==> src/hdl/ibms_pkg.sv <==
// ----------------------------------------------------------------------------
// ibms_pkg
// Shared types and constants of the interval based motion scaler.
// ----------------------------------------------------------------------------
package ibms_pkg;

  localparam int CFG_IDX_W  = 3;
  localparam int CFG_DATA_W = 64;
  localparam int CODE_W     = 16;
  localparam int CODE_CNT_W = 3;
  localparam int DIV_W      = 32;
  localparam int DIV_CNT_W  = 5;

  typedef logic        [7:0]  ev_type_t;
  typedef logic        [15:0] ev_code_t;
  typedef logic signed [15:0] ev_value_t;
  typedef logic        [31:0] tstamp_t;
  typedef logic        [15:0] gain_t;
  typedef logic        [15:0] ms_t;

  localparam gain_t RESET_GAIN = 16'd10;
  localparam ms_t   DIV_TEN    = 16'd10;

  typedef enum logic [CFG_IDX_W-1:0] {
    REG_MATCH_TYPE = 3'd0,
    REG_CODE_TABLE = 3'd1,
    REG_CODES_USED = 3'd2,
    REG_MIN_GAIN   = 3'd3,
    REG_MAX_GAIN   = 3'd4,
    REG_FAST_BOUND = 3'd5,
    REG_SLOW_BOUND = 3'd6
  } cfg_reg_t;

endpackage

==> src/hdl/ibms_in_if.sv <==
// ----------------------------------------------------------------------------
// ibms_in_if
// Motion event channel: valid/ready handshake with the event word.
// ----------------------------------------------------------------------------
interface ibms_in_if;
  import ibms_pkg::*;

  logic      valid;
  logic      ready;
  ev_type_t  event_type;
  ev_code_t  event_code;
  ev_value_t event_value;
  tstamp_t   timestamp_ms;
  logic      has_remainder;
  ev_value_t remainder_in;

  modport source (
    output valid, event_type, event_code, event_value, timestamp_ms,
           has_remainder, remainder_in,
    input  ready
  );

  modport sink (
    input  valid, event_type, event_code, event_value, timestamp_ms,
           has_remainder, remainder_in,
    output ready
  );
endinterface

==> src/hdl/ibms_out_if.sv <==
// ----------------------------------------------------------------------------
// ibms_out_if
// Scaled result channel: valid/ready handshake with the result word.
// ----------------------------------------------------------------------------
interface ibms_out_if;
  import ibms_pkg::*;

  logic      valid;
  logic      ready;
  ev_value_t value_out;
  ev_value_t remainder_out;
  logic      was_scaled;

  modport source (
    output valid, value_out, remainder_out, was_scaled,
    input  ready
  );

  modport sink (
    input  valid, value_out, remainder_out, was_scaled,
    output ready
  );
endinterface

==> src/hdl/interval_based_motion_scaler_top.sv <==
// ----------------------------------------------------------------------------
// interval_based_motion_scaler_top
// Pointer acceleration: scales matching motion words by a gap dependent gain.
// ----------------------------------------------------------------------------
// One event word is taken at a time. A word that does not match type and code
// skips the computation and comes out unchanged. A matching word whose gap
// lies at or outside the fast/slow bounds takes one pass of the divider for the
// divide by ten; a gap strictly between the bounds adds an interpolation pass.
// The single radix-2 restoring divider (32 steps per pass) and the single
// 17x17 multiplier are both shared by the two halves of the computation. The
// result sits in an output register, so the next word is taken while a result
// still waits. Configuration is written through cfg_we/cfg_index/cfg_wdata
// while the block is idle; the user must keep to this, the block does not
// enforce it. Indexes beyond the register list are ignored.
// ----------------------------------------------------------------------------
module interval_based_motion_scaler_top #(
  parameter int MAX_CODES = 4
) (
  input  logic                           clk,
  input  logic                           rst_n,
  input  logic                           cfg_we,
  input  logic [ibms_pkg::CFG_IDX_W-1:0]  cfg_index,
  input  logic [ibms_pkg::CFG_DATA_W-1:0] cfg_wdata,
  ibms_in_if.sink                        in_ch,
  ibms_out_if.source                     out_ch
);
  import ibms_pkg::*;

  // sequencer states
  typedef enum logic [3:0] {
    ST_IDLE,
    ST_MATCH,
    ST_GAP,
    ST_IMUL,
    ST_DIV_SPAN,
    ST_GAIN,
    ST_VMUL,
    ST_SUM,
    ST_DIV_TEN,
    ST_ROUND,
    ST_FIN
  } state_t;

  // configuration registers
  ev_type_t                  match_type_r;
  logic [MAX_CODES*CODE_W-1:0] code_table_r;
  logic [CODE_CNT_W-1:0]     codes_in_use_r;
  gain_t                     min_gain_r;
  gain_t                     max_gain_r;
  ms_t                       fast_bound_r;
  ms_t                       slow_bound_r;

  // block state: time of the last scaled word, zero means none yet
  tstamp_t                   last_time_r;

  state_t                    state_r;

  // captured event word
  ev_type_t                  type_r;
  ev_code_t                  code_r;
  ev_value_t                 value_r;
  tstamp_t                   now_r;
  logic                      has_rem_r;
  ev_value_t                 rem_in_r;

  // working registers
  gain_t                     gain_r;
  gain_t                     gmag_r;     // |max_gain - min_gain|
  logic                      gneg_r;     // max_gain below min_gain
  ms_t                       pos_r;      // gap - fast bound
  logic signed [33:0]        prod_r;
  logic                      sum_neg_r;
  logic [DIV_W-1:0]          div_quo_r;  // dividend shifts out, quotient shifts in
  logic [15:0]               div_rem_r;
  ms_t                       divisor_r;
  logic [DIV_CNT_W-1:0]      div_cnt_r;

  // finished result waiting for the output register
  ev_value_t                 res_value_r;
  ev_value_t                 res_rem_r;
  logic                      res_scaled_r;

  // output register
  logic                      out_valid_r;
  ev_value_t                 out_value_r;
  ev_value_t                 out_rem_r;
  logic                      out_scaled_r;

  // ------------------------------------------------------------------------
  // configuration writes
  // ------------------------------------------------------------------------
  always_ff @(posedge clk) begin
    if (!rst_n) begin
      match_type_r   <= '0;
      code_table_r   <= '0;
      codes_in_use_r <= '0;
      min_gain_r     <= RESET_GAIN;
      max_gain_r     <= RESET_GAIN;
      fast_bound_r   <= '0;
      slow_bound_r   <= '0;
    end else if (cfg_we) begin
      unique case (cfg_reg_t'(cfg_index))
        REG_MATCH_TYPE: match_type_r   <= cfg_wdata[7:0];
        REG_CODE_TABLE: code_table_r   <= cfg_wdata[MAX_CODES*CODE_W-1:0];
        REG_CODES_USED: codes_in_use_r <= cfg_wdata[CODE_CNT_W-1:0];
        REG_MIN_GAIN:   min_gain_r     <= cfg_wdata[15:0];
        REG_MAX_GAIN:   max_gain_r     <= cfg_wdata[15:0];
        REG_FAST_BOUND: fast_bound_r   <= cfg_wdata[15:0];
        REG_SLOW_BOUND: slow_bound_r   <= cfg_wdata[15:0];
        default: ;
      endcase
    end
  end

  // ------------------------------------------------------------------------
  // type and code match; a use count above MAX_CODES saturates by itself
  // ------------------------------------------------------------------------
  logic code_hit;
  logic word_hit;

  always_comb begin
    code_hit = 1'b0;
    for (int i = 0; i < MAX_CODES; i++) begin
      if ((codes_in_use_r > CODE_CNT_W'(i)) &&
          (code_table_r[i*CODE_W +: CODE_W] == code_r)) begin
        code_hit = 1'b1;
      end
    end
  end

  assign word_hit = (type_r == match_type_r) && code_hit;

  // ------------------------------------------------------------------------
  // gap since last scaled word, clamped at zero; first word counts as slow
  // ------------------------------------------------------------------------
  logic [32:0] gap_diff;
  tstamp_t     gap;
  logic        gap_fast;
  logic        gap_slow;

  assign gap_diff = {1'b0, now_r} - {1'b0, last_time_r};

  always_comb begin
    if (last_time_r == '0) begin
      gap = {16'd0, slow_bound_r};
    end else if (gap_diff[32]) begin
      gap = '0;
    end else begin
      gap = gap_diff[31:0];
    end
  end

  // fast test first, so a gap that meets both inverted bounds gives the max gain
  assign gap_fast = gap <= {16'd0, fast_bound_r};
  assign gap_slow = gap >= {16'd0, slow_bound_r};

  // ------------------------------------------------------------------------
  // shared multiplier: gain span times position, then value times gain
  // ------------------------------------------------------------------------
  logic signed [16:0] mul_a;
  logic signed [16:0] mul_b;
  logic signed [33:0] mul_p;

  always_comb begin
    if (state_r == ST_IMUL) begin
      mul_a = $signed({1'b0, gmag_r});
      mul_b = $signed({1'b0, pos_r});
    end else begin
      mul_a = $signed({value_r[15], value_r});
      mul_b = $signed({1'b0, gain_r});
    end
  end

  assign mul_p = mul_a * mul_b;

  // ------------------------------------------------------------------------
  // product plus carried remainder, split into sign and magnitude
  // ------------------------------------------------------------------------
  logic signed [33:0] sum_w;
  logic        [33:0] sum_mag;

  assign sum_w   = prod_r + (has_rem_r ? {{18{rem_in_r[15]}}, rem_in_r} : 34'sd0);
  assign sum_mag = sum_w[33] ? (~sum_w + 34'd1) : sum_w;

  // ------------------------------------------------------------------------
  // shared divider, one quotient bit per cycle
  // ------------------------------------------------------------------------
  logic [16:0]      div_shift;
  logic [17:0]      div_trial;
  logic             div_take;
  logic [15:0]      div_rem_nxt;
  logic [DIV_W-1:0] div_quo_nxt;
  logic             div_last;

  assign div_shift   = {div_rem_r, div_quo_r[DIV_W-1]};
  assign div_trial   = {1'b0, div_shift} - {2'b00, divisor_r};
  assign div_take    = !div_trial[17];
  assign div_rem_nxt = div_take ? div_trial[15:0] : div_shift[15:0];
  assign div_quo_nxt = {div_quo_r[DIV_W-2:0], div_take};
  assign div_last    = div_cnt_r == DIV_CNT_W'(DIV_W - 1);

  // interpolated gain, truncation toward zero through the sign of the span
  gain_t gain_interp;
  assign gain_interp = gneg_r ? (max_gain_r + div_quo_r[15:0])
                              : (max_gain_r - div_quo_r[15:0]);

  // signed quotient and remainder of the divide by ten, wrapped to 16 bits
  ev_value_t quot_nxt;
  ev_value_t rem_nxt;
  assign quot_nxt = sum_neg_r ? (~div_quo_r[15:0] + 16'd1) : div_quo_r[15:0];
  assign rem_nxt  = sum_neg_r ? (~div_rem_r + 16'd1) : div_rem_r;

  logic in_take;
  logic out_free;
  assign in_take  = in_ch.valid && in_ch.ready;
  assign out_free = !out_valid_r || out_ch.ready;

  // ------------------------------------------------------------------------
  // sequencer and output register
  // ------------------------------------------------------------------------
  always_ff @(posedge clk) begin
    if (!rst_n) begin
      state_r     <= ST_IDLE;
      out_valid_r <= 1'b0;
      last_time_r <= '0;
      div_cnt_r   <= '0;
    end else begin
      // the final state reloads the output register itself
      if (out_valid_r && out_ch.ready && (state_r != ST_FIN)) begin
        out_valid_r <= 1'b0;
      end

      unique case (state_r)
        ST_IDLE: begin
          if (in_take) begin
            type_r    <= in_ch.event_type;
            code_r    <= in_ch.event_code;
            value_r   <= in_ch.event_value;
            now_r     <= in_ch.timestamp_ms;
            has_rem_r <= in_ch.has_remainder;
            rem_in_r  <= in_ch.remainder_in;
            state_r   <= ST_MATCH;
          end
        end

        ST_MATCH: begin
          // pass-through word unless the match holds
          res_value_r  <= value_r;
          res_rem_r    <= rem_in_r;
          res_scaled_r <= 1'b0;
          state_r      <= word_hit ? ST_GAP : ST_FIN;
        end

        ST_GAP: begin
          last_time_r <= now_r;
          gneg_r      <= max_gain_r < min_gain_r;
          gmag_r      <= (max_gain_r < min_gain_r) ? (min_gain_r - max_gain_r)
                                                   : (max_gain_r - min_gain_r);
          pos_r       <= gap[15:0] - fast_bound_r;
          divisor_r   <= slow_bound_r - fast_bound_r;
          if (gap_fast) begin
            gain_r  <= max_gain_r;
            state_r <= ST_VMUL;
          end else if (gap_slow) begin
            gain_r  <= min_gain_r;
            state_r <= ST_VMUL;
          end else begin
            state_r <= ST_IMUL;
          end
        end

        ST_IMUL: begin
          // both factors nonnegative, product below 2^32
          div_quo_r <= mul_p[DIV_W-1:0];
          div_rem_r <= '0;
          div_cnt_r <= '0;
          state_r   <= ST_DIV_SPAN;
        end

        ST_DIV_SPAN: begin
          div_quo_r <= div_quo_nxt;
          div_rem_r <= div_rem_nxt;
          div_cnt_r <= div_cnt_r + DIV_CNT_W'(1);
          if (div_last) begin
            state_r <= ST_GAIN;
          end
        end

        ST_GAIN: begin
          gain_r  <= gain_interp;
          state_r <= ST_VMUL;
        end

        ST_VMUL: begin
          prod_r  <= mul_p;
          state_r <= ST_SUM;
        end

        ST_SUM: begin
          // magnitude at most 2^31, fits the divider
          sum_neg_r <= sum_w[33];
          div_quo_r <= sum_mag[DIV_W-1:0];
          div_rem_r <= '0;
          divisor_r <= DIV_TEN;
          div_cnt_r <= '0;
          state_r   <= ST_DIV_TEN;
        end

        ST_DIV_TEN: begin
          div_quo_r <= div_quo_nxt;
          div_rem_r <= div_rem_nxt;
          div_cnt_r <= div_cnt_r + DIV_CNT_W'(1);
          if (div_last) begin
            state_r <= ST_ROUND;
          end
        end

        ST_ROUND: begin
          res_value_r  <= quot_nxt;
          res_scaled_r <= 1'b1;
          if (has_rem_r) begin
            res_rem_r <= rem_nxt;
          end
          state_r <= ST_FIN;
        end

        ST_FIN: begin
          if (out_free) begin
            out_valid_r  <= 1'b1;
            out_value_r  <= res_value_r;
            out_rem_r    <= res_rem_r;
            out_scaled_r <= res_scaled_r;
            state_r      <= ST_IDLE;
          end
        end

        default: state_r <= ST_IDLE;
      endcase
    end
  end

  assign in_ch.ready          = state_r == ST_IDLE;
  assign out_ch.valid         = out_valid_r;
  assign out_ch.value_out     = out_value_r;
  assign out_ch.remainder_out = out_rem_r;
  assign out_ch.was_scaled    = out_scaled_r;

  // ------------------------------------------------------------------------
  // assertions
  // ------------------------------------------------------------------------
  // an accepted word always starts the sequencer
  a_take_starts: assert property (@(posedge clk) disable iff (!rst_n)
    in_take |=> state_r == ST_MATCH)
    else $error("accepted word did not start the sequencer");

  // interpolation quotient never exceeds the gain span
  a_interp_bound: assert property (@(posedge clk) disable iff (!rst_n)
    state_r == ST_GAIN |-> div_quo_r <= {16'd0, gmag_r})
    else $error("interpolation quotient beyond gain span");

  // remainder of the divide by ten stays below ten
  a_rem_bound: assert property (@(posedge clk) disable iff (!rst_n)
    state_r == ST_ROUND |-> div_rem_r < DIV_TEN)
    else $error("remainder of divide by ten out of range");

  // a new result word only comes from the final state
  a_out_source: assert property (@(posedge clk) disable iff (!rst_n)
    $rose(out_valid_r) |-> $past(state_r) == ST_FIN)
    else $error("result word raised outside the final state");

endmodule
==> src/flat_wrapper.sv <==
// flat-port wrapper written by rule: the top's interface ports become plain ports
module interval_based_motion_scaler_top_flat import ibms_pkg::*;
#(
  parameter int MAX_CODES = 4
)
  (clk, rst_n, cfg_we, cfg_index, cfg_wdata, in_ch_valid, in_ch_event_type, in_ch_event_code, in_ch_event_value, in_ch_timestamp_ms, in_ch_has_remainder, in_ch_remainder_in, in_ch_ready, out_ch_valid, out_ch_value_out, out_ch_remainder_out, out_ch_was_scaled, out_ch_ready);
  ibms_in_if in_ch_i ();
  ibms_out_if out_ch_i ();
  input  logic clk;
  input  logic rst_n;
  input  logic cfg_we;
  input  logic [ibms_pkg::CFG_IDX_W-1:0] cfg_index;
  input  logic [ibms_pkg::CFG_DATA_W-1:0] cfg_wdata;
  input wire logic [$bits(in_ch_i.valid)-1:0] in_ch_valid;
  input wire logic [$bits(in_ch_i.event_type)-1:0] in_ch_event_type;
  input wire logic [$bits(in_ch_i.event_code)-1:0] in_ch_event_code;
  input wire logic [$bits(in_ch_i.event_value)-1:0] in_ch_event_value;
  input wire logic [$bits(in_ch_i.timestamp_ms)-1:0] in_ch_timestamp_ms;
  input wire logic [$bits(in_ch_i.has_remainder)-1:0] in_ch_has_remainder;
  input wire logic [$bits(in_ch_i.remainder_in)-1:0] in_ch_remainder_in;
  output wire logic [$bits(in_ch_i.ready)-1:0] in_ch_ready;
  output wire logic [$bits(out_ch_i.valid)-1:0] out_ch_valid;
  output wire logic [$bits(out_ch_i.value_out)-1:0] out_ch_value_out;
  output wire logic [$bits(out_ch_i.remainder_out)-1:0] out_ch_remainder_out;
  output wire logic [$bits(out_ch_i.was_scaled)-1:0] out_ch_was_scaled;
  input wire logic [$bits(out_ch_i.ready)-1:0] out_ch_ready;
  assign in_ch_i.valid = in_ch_valid;
  assign in_ch_i.event_type = in_ch_event_type;
  assign in_ch_i.event_code = in_ch_event_code;
  assign in_ch_i.event_value = in_ch_event_value;
  assign in_ch_i.timestamp_ms = in_ch_timestamp_ms;
  assign in_ch_i.has_remainder = in_ch_has_remainder;
  assign in_ch_i.remainder_in = in_ch_remainder_in;
  assign in_ch_ready = in_ch_i.ready;
  assign out_ch_valid = out_ch_i.valid;
  assign out_ch_value_out = out_ch_i.value_out;
  assign out_ch_remainder_out = out_ch_i.remainder_out;
  assign out_ch_was_scaled = out_ch_i.was_scaled;
  assign out_ch_i.ready = out_ch_ready;
  interval_based_motion_scaler_top #(.MAX_CODES(MAX_CODES)) u_core (.clk(clk), .rst_n(rst_n), .cfg_we(cfg_we), .cfg_index(cfg_index), .cfg_wdata(cfg_wdata), .in_ch(in_ch_i), .out_ch(out_ch_i));
endmodule
==> config.mk <==
export PLATFORM = sky130hd
export DESIGN_NAME = interval_based_motion_scaler_top_flat
export DESIGN_NICKNAME = d
export VERILOG_FILES = /design/src/hdl/ibms_pkg.sv /design/src/hdl/ibms_in_if.sv /design/src/hdl/ibms_out_if.sv /design/src/hdl/interval_based_motion_scaler_top.sv /design/src/flat_wrapper.sv
export SDC_FILE = /design/constraint.sdc
export NUM_CORES = 2
export LEC_CHECK = 0
export BUFFER_PORTS_ARGS = -buffer_cell sky130_fd_sc_hd__buf_2
export CAP_MARGIN = 25
export CORE_ASPECT_RATIO = 1.2
export CORE_MARGIN = 2
export CORE_UTILIZATION = 65
export DETAILED_ROUTE_END_ITERATION = 16
export GPL_TIMING_DRIVEN = 0
export HOLD_SLACK_MARGIN = 0.02
export PLACE_DENSITY = 0.84
export SYNTH_ARGS = -nofsm -noshare
export SYNTH_HDL_FRONTEND = slang
export SYNTH_SLANG_ARGS = --single-unit
export TNS_END_PERCENT = 20
==> constraint.sdc <==
create_clock -name clk -period 13.5 [get_ports clk]
set_input_delay 0.675 -clock clk [delete_from_list [all_inputs] [get_ports clk]]
set_output_delay 0.675 -clock clk [all_outputs]
set_load 0.02 [all_outputs]
==> metrics.md <==
| Metric | Value |
|---|---|
| Status | finished clean |
| Final period utilization | 76.18% |
| Worst Hold Class | in -> reg |
| Top_reg_cell synth | edfxtp_1 |
| CP Data Required Time | 13910 ps |
| Sequential area share after synthesis | 32.87% |
| Commonest non-fill, non-tap cell in the layout | nand2_1 |
| Routed len/inst | 20.21 um |
| Worst slew pin tran | 1067 ps |
| Yosys cell types | 93 |
| GRT Overall Usage | 35.17% |
| DR DRC count | 0 |
| Register bit count reported by yosys | 484 |
| Largest net degree at the start of global routing | 49 |
| FMAX | 97.24 MHz |
| Grt total ovfl | 0 |
| CTS sink cnt | 484 |
| EDFF count, synth | 303 |
| Clock-pin transition on the worst setup and hold timing paths | 70 ps |
| Max-slew violation count | 0 |
| Core Rows | 98 |
| Final #Nets | 5174 |
| Relative slew margins | 28.87% |
| Post-CTS resize count | 0 |
| Clk_skew | 30.55 ps |
| TNS Setup | 0 ps |
| Initial drt markers | 2877 |
| Hpwl dp | 84880 um |
| Element type at the critical path end | flop |
| Worst-skew pair later-pin latency | 620 ps |
| TritonCTS buffer count | 49 |
| Synth Cell Area | 38710 um^2 |
| Mean Syn Cell Area | 9.218 um^2 |
| Pre-antenna DRT Iters | 8 |
| Area Overhead vs Synth | 10.06% |
| Syn. warnings | 0 |
| Die Height | 271.3 um |
| Vias in the first global route | 31917 |
| Crit path time final | 10280 ps |
| Count of final hold-check violations | 0 |
| Layout cell share with drive strength beyond 1 | 8.198% |
| RePlAce Congestion | 1.011 |
| CP max stage delay | 730 ps |
| Clk buf depth | 3 |
| Leading cell types in the layout, fill and taps excluded | 601 x nand2_1, 539 x inv_1, 344 x a21oi_1, 307 x nor2_1, 303 x edfxtp_1 |
| DIE AREA | 61530 um^2 |
| Setup violations, final | 0 |
| H-Tree Level Count | 2 |
| First-pass GRT wire length | 167600 um |
| Drt total wl | 107200 um |
| Clock Root Buffer | clkbuf_16 |
| RSZ-0062 raised after global routing | no |
| Vias per cell | 5.967 |
| Die W | 226.8 um |
| Setup Fix Bufs, Post-CTS | 0 |
| Final Util | 71.93% |
| Max cap viols | 0 |
| Async set-reset flop share out of synthesis | 0% |
| CTS tree | built |
| Crit path DAT | 10690 ps |
| I/O pins | 196 |
| Synth Instances | 4199 |
| Initial core utilization | 65.36% |
| Critical path start-end classification | reg -> reg |
| Most used cell, CP | fa_1 |
| Worst-path maximum fanout | 10 |
| Launching element type of the critical path | flop |
| Core area | 59220 um^2 |
| Cts hold-fix bufs | 0 |
| Initial antenna violation count | 1 |
| Post-route ant nets | 0 |
| Highest-delay cell along the critical path | mux2i_1 |
| Vias | 31638 |
| PortBufs | 194 |
| Mapped Nets | 4913 |
## synth_stat cells (6+ instances only)
cell / n / area [um^2]
or3_1: 18 / 112.6
o31ai_1: 17 / 127.6
nand4_1: 30 / 187.7
nand3_1: 41 / 205.2
buf_2: 10 / 50.05
a31oi_1: 16 / 100.1
xor2_1: 103 / 902.1
nor4_1: 24 / 150.1
and3_1: 19 / 118.9
edfxtp_1: 303 / 9099
a21boi_0: 16 / 120.1
dfxtp_1: 181 / 3623
a22o_1: 17 / 148.9
a21o_1: 89 / 668.1
o21a_1: 27 / 202.7
o21ai_1: 43 / 215.2
a21oi_1: 344 / 1722
nor3_1: 51 / 255.2
xnor2_1: 171 / 1498
o41ai_1: 9 / 78.83
clkbuf_1: 137 / 514.2
nor2_1: 309 / 1160
nand2b_1: 44 / 275.3
inv_1: 539 / 2023
mux2_2: 32 / 360.4
nor2b_1: 35 / 219.0
a22oi_1: 33 / 247.7
a211o_1: 10 / 87.58
a211oi_1: 11 / 82.58
a311oi_1: 9 / 78.83
mux2i_1: 68 / 680.7
o21ai_0: 97 / 485.5
fa_1: 287 / 5746
o21bai_1: 22 / 165.2
o211ai_1: 16 / 120.1
buf_1: 6 / 22.52
nand2_1: 601 / 2256
and2_1: 36 / 225.2
a2111oi_0: 6 / 52.55
ha_1: 266 / 3328
## worst max-delay path: cells and delay by family, from the launching register on
kind	cells	cell delay (ps)
buf+inv	7	1600
compound gates	9	2630
flops	1	350
simple gates	3	790
mux	1	730
fa+ha+maj	7	3460
xor+xnor	1	500
## cells by family after synthesis
family                     synth area share [%]
buffers and inverters                     6.782
DFF                                       32.87
and+or+nand+nor                           14.13
adders and majority gates                 23.44
muxes                                     2.719
AOI/OAI and AO/OA                         13.78
xor gates and xnor gates                  6.284
## layer usage
metal  global-route usage, %  wire, um  part of all wire, %  vias to the layer above
met2                   60.01     52080                   49                     1514
met3                   7.696      8701                  8.1                      457
met1                   39.56     38430                   36                    15030
li1                        -         -                    -                    14637
met5                       0         0                    0                        -
met4                   22.96      7968                  7.4                        0
## cell type report
class                           count  area [um^2]
Antenna cell                        1        2.502
Buffer                            154        598.1
Clock buffer                       62         1326
Clock inverter                     30        389.1
Fill cell                        4356        16620
Inverter                          540         2027
Multi-Input combinational cell   3021        23400
Sequential cell                   484        12720
Tap cell                          800         1001
Timing Repair Buffer              210         1134
## state kept, by name, summed over array words and instances, names as in the netlist, 32 cells and up
name / count
u_core.code_table_r: 64
u_core.prod_r: 34
u_core.div_quo_r: 32
u_core.last_time_r: 32
u_core.now_r: 32
## through the flow
step | worst slack (ps) | instance area (um^2) | instances | hold slack, ps
4_1_cts | 3281 | 42570 | 5297 | 207.3
6_report | 3216 | 42600 | 5302 | 225.9
5_1_grt | 2764 | 42600 | 5301 | 212.9
3_5_place_dp | 3322 | 40850 | 5205 | 404.5
2_1_floorplan | 5217 | 38710 | 4199 | 400.3
3_3_place_gp | 3420 | 40680 | 5193 | 401.7
## path summary, 6_finish.rpt
path,cells after the start,startpoint,slack [ps],endpoint
min reg2reg,0,u_core.res_rem_r[14],410,u_core.out_ch.remainder_out[14]
min,1,in_ch_event_type[5],230,u_core.type_r[5]
max,28,u_core.state_r[1],3220,u_core.div_quo_r[31]
max reg2reg,28,u_core.state_r[1],3220,u_core.div_quo_r[31]
Power is not shown: default switching activity piles up to over one toggle a cycle in this logic, so the estimate is an artifact.
